File: src/sv/oriented_box_sdf_query_macros.svh
// Assertion macros for the oriented box SDF query RTL.
// Expects clk and rst_n in the scope of each use.
`ifndef ORIENTED_BOX_SDF_QUERY_MACROS_SVH
`define ORIENTED_BOX_SDF_QUERY_MACROS_SVH

// same-cycle implication
`define OBSQ_ASSERT_IMP(lbl, ante, cons, msg) \
    lbl: assert property (@(posedge clk) disable iff (!rst_n) (ante) |-> (cons)) \
        else $error(msg);

// next-cycle implication
`define OBSQ_ASSERT_NXT(lbl, ante, cons, msg) \
    lbl: assert property (@(posedge clk) disable iff (!rst_n) (ante) |=> (cons)) \
        else $error(msg);

`endif

File: src/sv/obsq_pkg.sv
// Package of the oriented box SDF query: payload types, widths, register codes.
// No dependencies; used by the top level, obsq_isqrt and obsq_div.
package obsq_pkg;

    localparam int RM_W     = 20;
    localparam int D_W      = 33;
    localparam int PROD_W   = RM_W + D_W;
    localparam int BODY_W   = 42;
    localparam int EX_W     = BODY_W + 1;
    localparam int PE_W     = BODY_W;
    localparam int PN_W     = 31;
    localparam int SQ_W     = 64;
    localparam int ROOT_W   = SQ_W / 2;
    localparam int MAG_W    = 15;
    localparam int GB_W     = 16;
    localparam int GPROD_W  = RM_W + GB_W;
    localparam int GFRAC_W  = 14;
    localparam int ISQRT_DEPTH = SQ_W / 4;
    localparam int DIV_DEPTH   = (MAG_W + 1) / 2;

    localparam logic [2:0] REG_POS_X   = 3'd0;
    localparam logic [2:0] REG_POS_Y   = 3'd1;
    localparam logic [2:0] REG_POS_Z   = 3'd2;
    localparam logic [2:0] REG_SIZE_X  = 3'd3;
    localparam logic [2:0] REG_SIZE_Y  = 3'd4;
    localparam logic [2:0] REG_SIZE_Z  = 3'd5;
    localparam logic [2:0] REG_QUAT_WX = 3'd6;
    localparam logic [2:0] REG_QUAT_YZ = 3'd7;

    localparam logic [30:0] SIZE_RESET    = 31'd65536;
    localparam logic [31:0] QUAT_WX_RESET = 32'h4000_0000;

    typedef struct packed {
        logic signed [31:0] point_x;
        logic signed [31:0] point_y;
        logic signed [31:0] point_z;
    } point_t;

    typedef struct packed {
        logic signed [31:0] signed_distance;
        logic signed [15:0] grad_x;
        logic signed [15:0] grad_y;
        logic signed [15:0] grad_z;
        logic               distance_saturated;
    } result_t;

    typedef struct packed {
        logic        outside;
        logic        sat_big;
        logic [2:0]  face;
        logic [2:0]  sg;
        logic [31:0] dist_in;
    } side_t;

    localparam int SIDE_W = $bits(side_t);

endpackage

File: src/sv/obsq_div.sv
// Pipelined restoring divider, two quotient bits per stage.
// Depends on obsq_pkg for default widths; quotient must fit in Q_W bits.
module obsq_div #(
    parameter int DEN_W = obsq_pkg::ROOT_W,
    parameter int Q_W   = obsq_pkg::MAG_W
) (
    input  logic                   clk,
    input  logic                   en,
    input  logic [DEN_W+Q_W-2:0]   num,
    input  logic [DEN_W-1:0]       den,
    output logic [Q_W-1:0]         quo
);

    localparam int NUM_W  = DEN_W + Q_W - 1;
    localparam int STAGES = (Q_W + 1) / 2;

    logic [NUM_W-1:0] rem_reg [STAGES-1];
    logic [DEN_W-1:0] den_reg [STAGES-1];
    logic [Q_W-1:0]   quo_reg [STAGES];

    for (genvar s = 0; s < STAGES; s++)
    begin : g_stage
        localparam int K0 = Q_W - 1 - 2 * s;

        logic [NUM_W-1:0] rem_in;
        logic [NUM_W-1:0] rem_next;
        logic [DEN_W-1:0] den_in;
        logic [Q_W-1:0]   quo_in;
        logic [Q_W-1:0]   quo_next;

        if (s == 0)
        begin : g_first
            assign rem_in = num;
            assign den_in = den;
            assign quo_in = '0;
        end
        else
        begin : g_rest
            assign rem_in = rem_reg[s-1];
            assign den_in = den_reg[s-1];
            assign quo_in = quo_reg[s-1];
        end

        always_comb
        begin
            logic [NUM_W-1:0] sub;
            rem_next = rem_in;
            quo_next = quo_in;
            sub      = '0;
            for (int t = 0; t < 2; t++)
            begin
                if (K0 - t >= 0)
                begin
                    sub = NUM_W'(den_in) << (K0 - t);
                    if (rem_next >= sub)
                    begin
                        rem_next = rem_next - sub;
                        quo_next = quo_next | (Q_W'(1) << (K0 - t));
                    end
                end
            end
        end

        always_ff @(posedge clk)
        begin
            if (en)
            begin
                quo_reg[s] <= quo_next;
            end
        end

        if (s < STAGES - 1)
        begin : g_fwd
            always_ff @(posedge clk)
            begin
                if (en)
                begin
                    rem_reg[s] <= rem_next;
                    den_reg[s] <= den_in;
                end
            end
        end
    end

    assign quo = quo_reg[STAGES-1];

endmodule
File: config.mk
export PLATFORM = sky130hd
export DESIGN_NAME = obsq_div
export DESIGN_NICKNAME = d
export VERILOG_FILES = /design/src/sv/oriented_box_sdf_query_macros.svh /design/src/sv/obsq_pkg.sv /design/src/sv/obsq_div.sv
export SDC_FILE = /design/constraint.sdc
export NUM_CORES = 2
export LEC_CHECK = 0
export BUFFER_PORTS_ARGS = -buffer_cell sky130_fd_sc_hd__buf_2
export CAP_MARGIN = 20
export CORE_ASPECT_RATIO = 0.5
export CORE_MARGIN = 1
export CORE_UTILIZATION = 65
export DETAILED_ROUTE_END_ITERATION = 12
export HOLD_SLACK_MARGIN = 0.06
export PLACE_DENSITY = 0.83
export SLEW_MARGIN = 20
export SYNTH_ARGS = -nofsm -noshare
export SYNTH_HDL_FRONTEND = slang
export SYNTH_SLANG_ARGS = --single-unit
export TNS_END_PERCENT = 100
File: constraint.sdc
create_clock -name clk -period 8.9 [get_ports clk]
set_input_delay 0.89 -clock clk [delete_from_list [all_inputs] [get_ports clk]]
set_output_delay 0.89 -clock clk [all_outputs]
set_load 0.01 [all_outputs]
## Yosys cells after proc, flatten, opt, wreduce, memory -nomap -nowiden

Memory sizes are Yosys's and may differ from the RTL's.
Index checks and enable logic that the tools add are counted.

| word-level totals | value |
|---|---|
| output and inout bits | 15 |
| input port bits | 80 |
| memories | 3 |
| register bits | 0 |
| memory bits (writable) | 666 |
| logic and storage cells | 63 |

| cells by class | value |
|---|---|
| $lt $le $gt $ge | 15 |
| mux-type cells | 31 |
| $add $sub $neg | 14 |

Memory list:

| memory | depth | width | read ports | clocked after memory_dff | write ports | line | text |
|---|---|---|---|---|---|---|---|
| rem_reg | 7 | 46 | 7 | 0 | 7 | obsq_div.sv:17 | `logic [NUM_W-1:0] rem_reg [STAGES-1];` |
| den_reg | 7 | 32 | 7 | 0 | 7 | obsq_div.sv:18 | `logic [DEN_W-1:0] den_reg [STAGES-1];` |
| quo_reg | 8 | 15 | 8 | 0 | 8 | obsq_div.sv:19 | `logic [Q_W-1:0] quo_reg [STAGES];` |

Operators by type and width:

| cell | count |
|---|---|
| 46-bit two-way mux | 14 |
| 46-bit by 32-bit greater-or-equal comparator with 1-bit output | 1 |
| 46-bit by 33-bit greater-or-equal comparator with 1-bit output | 1 |
| 46-bit by 34-bit greater-or-equal comparator with 1-bit output | 1 |
| 46-bit by 35-bit greater-or-equal comparator with 1-bit output | 1 |
| 46-bit by 36-bit greater-or-equal comparator with 1-bit output | 1 |
| 46-bit by 37-bit greater-or-equal comparator with 1-bit output | 1 |
| 46-bit by 38-bit greater-or-equal comparator with 1-bit output | 1 |
| 46-bit by 39-bit greater-or-equal comparator with 1-bit output | 1 |
| 46-bit by 40-bit greater-or-equal comparator with 1-bit output | 1 |
| 46-bit by 41-bit greater-or-equal comparator with 1-bit output | 1 |
| 46-bit by 42-bit greater-or-equal comparator with 1-bit output | 1 |
| 46-bit by 43-bit greater-or-equal comparator with 1-bit output | 1 |
| 46-bit by 44-bit greater-or-equal comparator with 1-bit output | 1 |
| 46-bit by 45-bit greater-or-equal comparator with 1-bit output | 1 |
| 46-bit greater-or-equal comparator | 1 |
| 46-bit by 33-bit subtractor with 46-bit output | 1 |
| 46-bit by 34-bit subtractor with 46-bit output | 1 |
| 46-bit by 35-bit subtractor with 46-bit output | 1 |
| 46-bit by 36-bit subtractor with 46-bit output | 1 |
| 46-bit by 37-bit subtractor with 46-bit output | 1 |
| 46-bit by 38-bit subtractor with 46-bit output | 1 |
| 46-bit by 39-bit subtractor with 46-bit output | 1 |
| 46-bit by 40-bit subtractor with 46-bit output | 1 |
| other kinds (21) | 23 |

## Depth between registers and ports, before layout

An unclocked memory read counts as a cell.

| logic depth | value |
|---|---|
| depth after elaboration | 5 |
| gate-level depth with buffers | 32 |

## Worst setup path before layout

No wires, ideal clock.

| timing path | value |
|---|---|
| kind | input -> register |
| start point | input port num[14] |
| end point | memory rem_reg[0][37] (netlist bit), data pin |
| arrival time | 7.065 ns |
| stages on the path | 30 |
| slack | 1.575 ns |
| cell sequence | inv_1 ha_1 inv_1 fa_1 a21o_1 a21oi_1 o21bai_1 a21oi_1 a2111oi_0 or3b_2 a41oi_1 o41a_1 buf_2 buf_1 mux2_2 ha_1 a21oi_1 o21ai_0 or3_1 o22ai_1 o31ai_1 o31ai_1 a211o_1 a21oi_1 o31ai_1 o211a_1 clkbuf_1 inv_2 buf_2 mux2_2 |

RTL lines:

| what | line | text |
|---|---|---|
| start, declared | obsq_div.sv:9 | `input logic [DEN_W+Q_W-2:0] num,` |
| end, declared | obsq_div.sv:17 |  |

==> flow_metrics.tcl <==
set metrics [dict create \
    timing_worst_slew_pin_value_ps 1070 \
    syn-cell-area_um2 50700 \
    report.final.setup_viol 0 \
    endpoint_kind "flip-flop" \
    synth-seq-area-share_pct 36.6 \
    timing.hold.ws_ps 418 \
    synth_ff_type "sky130_fd_sc_hd__edfxtp_1" \
    post_synth_num_cell_types 100 \
    number_of_synthesized_register_bits 617 \
    outcome "completed" \
    setup.worst_path.start_class "flip-flop" \
    timing.critical_path.fanout_max 33 \
    number_of_global_route_vias_before_repair 40600 \
    cp_common_cell "sky130_fd_sc_hd__o21ai_0" \
    detailedPlacementHpwl_mm 106 \
    post-route-drc-count 0 \
    grt_setup_unrepaired "false" \
    die_ar_um2 79100 \
    critical-path-max-stage-delay_ps 630 \
    synth.yosys.warnings 0 \
    timing.slew.headroom_pct 28.2 \
    drv_cap 0 \
    clockRootBuffer "sky130_fd_sc_hd__clkbuf_16" \
    cell_types_with_the_largest_area_share_after_synthesis "sky130_fd_sc_hd__edfxtp_1 (37%), sky130_fd_sc_hd__ha_1 (12%), sky130_fd_sc_hd__a21oi_1 (5.5%)" \
    number_of_clock_sinks 617 \
    synthesis.area_per_instance_um2 9.29 \
    yosysMostFrequentCell "sky130_fd_sc_hd__edfxtp_1" \
    number_of_flip_flops_in_the_largest_register 322 \
    largest_net_degree_at_the_start_of_global_routing 174 \
    fill_count 5444 \
    cts_hold_repair.buffers 0 \
    synth_enable_flop_cells 617 \
    detail_route.first_pass.iterations 7 \
    clock_skew_ps 50.6 \
    worst-path-buf-inv 4 \
    chipHeight_um 199 \
    fraction_of_registers_with_async_set_reset_pct 0 \
    detail_route.wl_per_cell_um 20.9 \
    hold_violations 0 \
    core_region_area_um2 76100 \
    drt-total-wl_mm 137 \
    fin_crit_sh_pct 93.6 \
    finish.net_count 6063 \
    cpLargestDelayFamily "compound AO/OA/AOI/OAI gates" \
    synth.cells.most_frequent "sky130_fd_sc_hd__edfxtp_1 (617), sky130_fd_sc_hd__a21oi_1 (555), sky130_fd_sc_hd__ha_1 (480)" \
    timing.setup.critical_path_class "flip-flop to flip-flop" \
    gpl.final_weighted_congestion 1.00 \
    hold_path_class "input port to flip-flop" \
    floorplan_die_width_um 397 \
    min_from "den[10]" \
    final_critical_path_required_period_ps 8330 \
    ff2ff_setup_slack_ps 570 \
    clkTransAtPathRegs_ps 70 \
    drt_iter0_drc 5048 \
    cts-htree-levels 2 \
    slew_viol_final 0 \
    vias_per_cell 6.50 \
    worstSkewPairLatency_ps 670 \
    grt_usage_pct 33.8 \
    io-pin-count 95 \
    critical_path.startpoint "rem_reg[0][12]" \
    post_cts.repair.setup_buffers 0 \
    initial_utilization_pct 66.6 \
    areaGrowthSynthToFinish_pct 6.63 \
    synth_cells 5451 \
    worstReg2RegStart "rem_reg[0][12]" \
    numCtsBuffers 57 \
    postPlaceCellArea_um2 52100 \
    timing.critical_path.arrival_ps 8690 \
    fmax_mhz 120 \
    grt_pass1_wl_mm 214 \
    crit_required_ps 9270 \
    vias 42600 \
    postRouteAntennaNets 0 \
    cts_max_path_buffers 3 \
    antennaDiodeCount 0 \
    cts_resized 0 \
    postLayoutCellArea_um2 54000 \
    slowest_stage_cell_cp "sky130_fd_sc_hd__a221oi_1" \
    top_cell_type_by_total_area_after_synthesis "sky130_fd_sc_hd__edfxtp_1" \
    row_count 71 \
    antenna_found_initial 1 \
    numPortBuffers 94 \
    post-synth-top-area-fraction_pct 36.6 \
    cts_tree "done" \
    layout-drive-gt1-share_pct 7.73 \
    tns_ps 0 \
    synth_nets 6025 \
    grt-ovfl-total 0 \
]
[kinds of logic after synthesis]
| logic type | after synthesis | synth area share, % |
|---|---|---|
| adders and majority gates | 494 | 12.4 |
| xor gates and xnor gates | 430 | 7.43 |
| AOI/OAI and AO/OA | 1635 | 20.5 |
| muxes | 190 | 4.17 |
| buffers and inverters | 548 | 4.22 |
| and+or+nand+nor | 1537 | 14.7 |
| DFF | 617 | 36.6 |
[placed cells by master, fill, tap and decap left out, drive strengths merged, types with 30 or more instances in the layout]
| cell type | instances |
|---|---|
| edfxtp | 617 |
| a21oi | 555 |
| ha | 480 |
| nor2 | 477 |
| inv | 405 |
| nand2 | 371 |
| o21ai | 329 |
| xnor2 | 297 |
| a21o | 228 |
| mux2 | 169 |
| xor2 | 133 |
| buf | 125 |
| nand3 | 105 |
| nand4 | 101 |
| nor3 | 94 |
| o21a | 83 |
| nand2b | 75 |
| o21bai | 67 |
| clkbuf | 66 |
| nor2b | 62 |
| a211oi | 58 |
| a31oi | 45 |
| nor4 | 45 |
| and3 | 44 |
| o31ai | 41 |
| or2 | 33 |
| or3 | 30 |
[worst paths after layout]
kind	to	depth (start not counted)
max	rem_reg[1][28]	28
max reg2reg	rem_reg[1][28]	28
min	den_reg[0][10]	1
min reg2reg	quo_reg[1][52]	0
[cell type report]
class                      instances  area, µm²  share of cell area [%]
inverter                         402       1510                    2.80
multi-input combinational       4286      30000                    55.6
timing repair buffer             125        751                    1.39
sequential                       617      18500                    34.3
tap                             1022       1280                    2.37
clock buffer                      66       1480                    2.74
clock inverter                    39        448                   0.829
[routing by layer]
layer / wire length [µm] / global-route usage (%) / vias to the layer above
met2: 62500 / 57.0 / 2175
met1: 58000 / 43.9 / 19800
li1: - / - / 20300
met4: 6670 / 15.5 / 0
met5: 0 / 0 / -
met3: 9790 / 3.73 / 397
[through the flow]
| stage | setup slack (ps) | util, % | std cells |
|---|---|---|---|
| detailed placement | 579 | 68.4 | 6452 |
| floorplan | 1580 | - | 5451 |
| finish | 572 | 71.0 | 6557 |
| global placement | 773 | 68.4 | 6452 |
| global route | 124 | 71.0 | 6557 |
| CTS | 801 | 71.0 | 6557 |
Power is left out: the tool's default activity adds up to more than one toggle a clock period on the data nets, which glitch-free logic cannot reach.
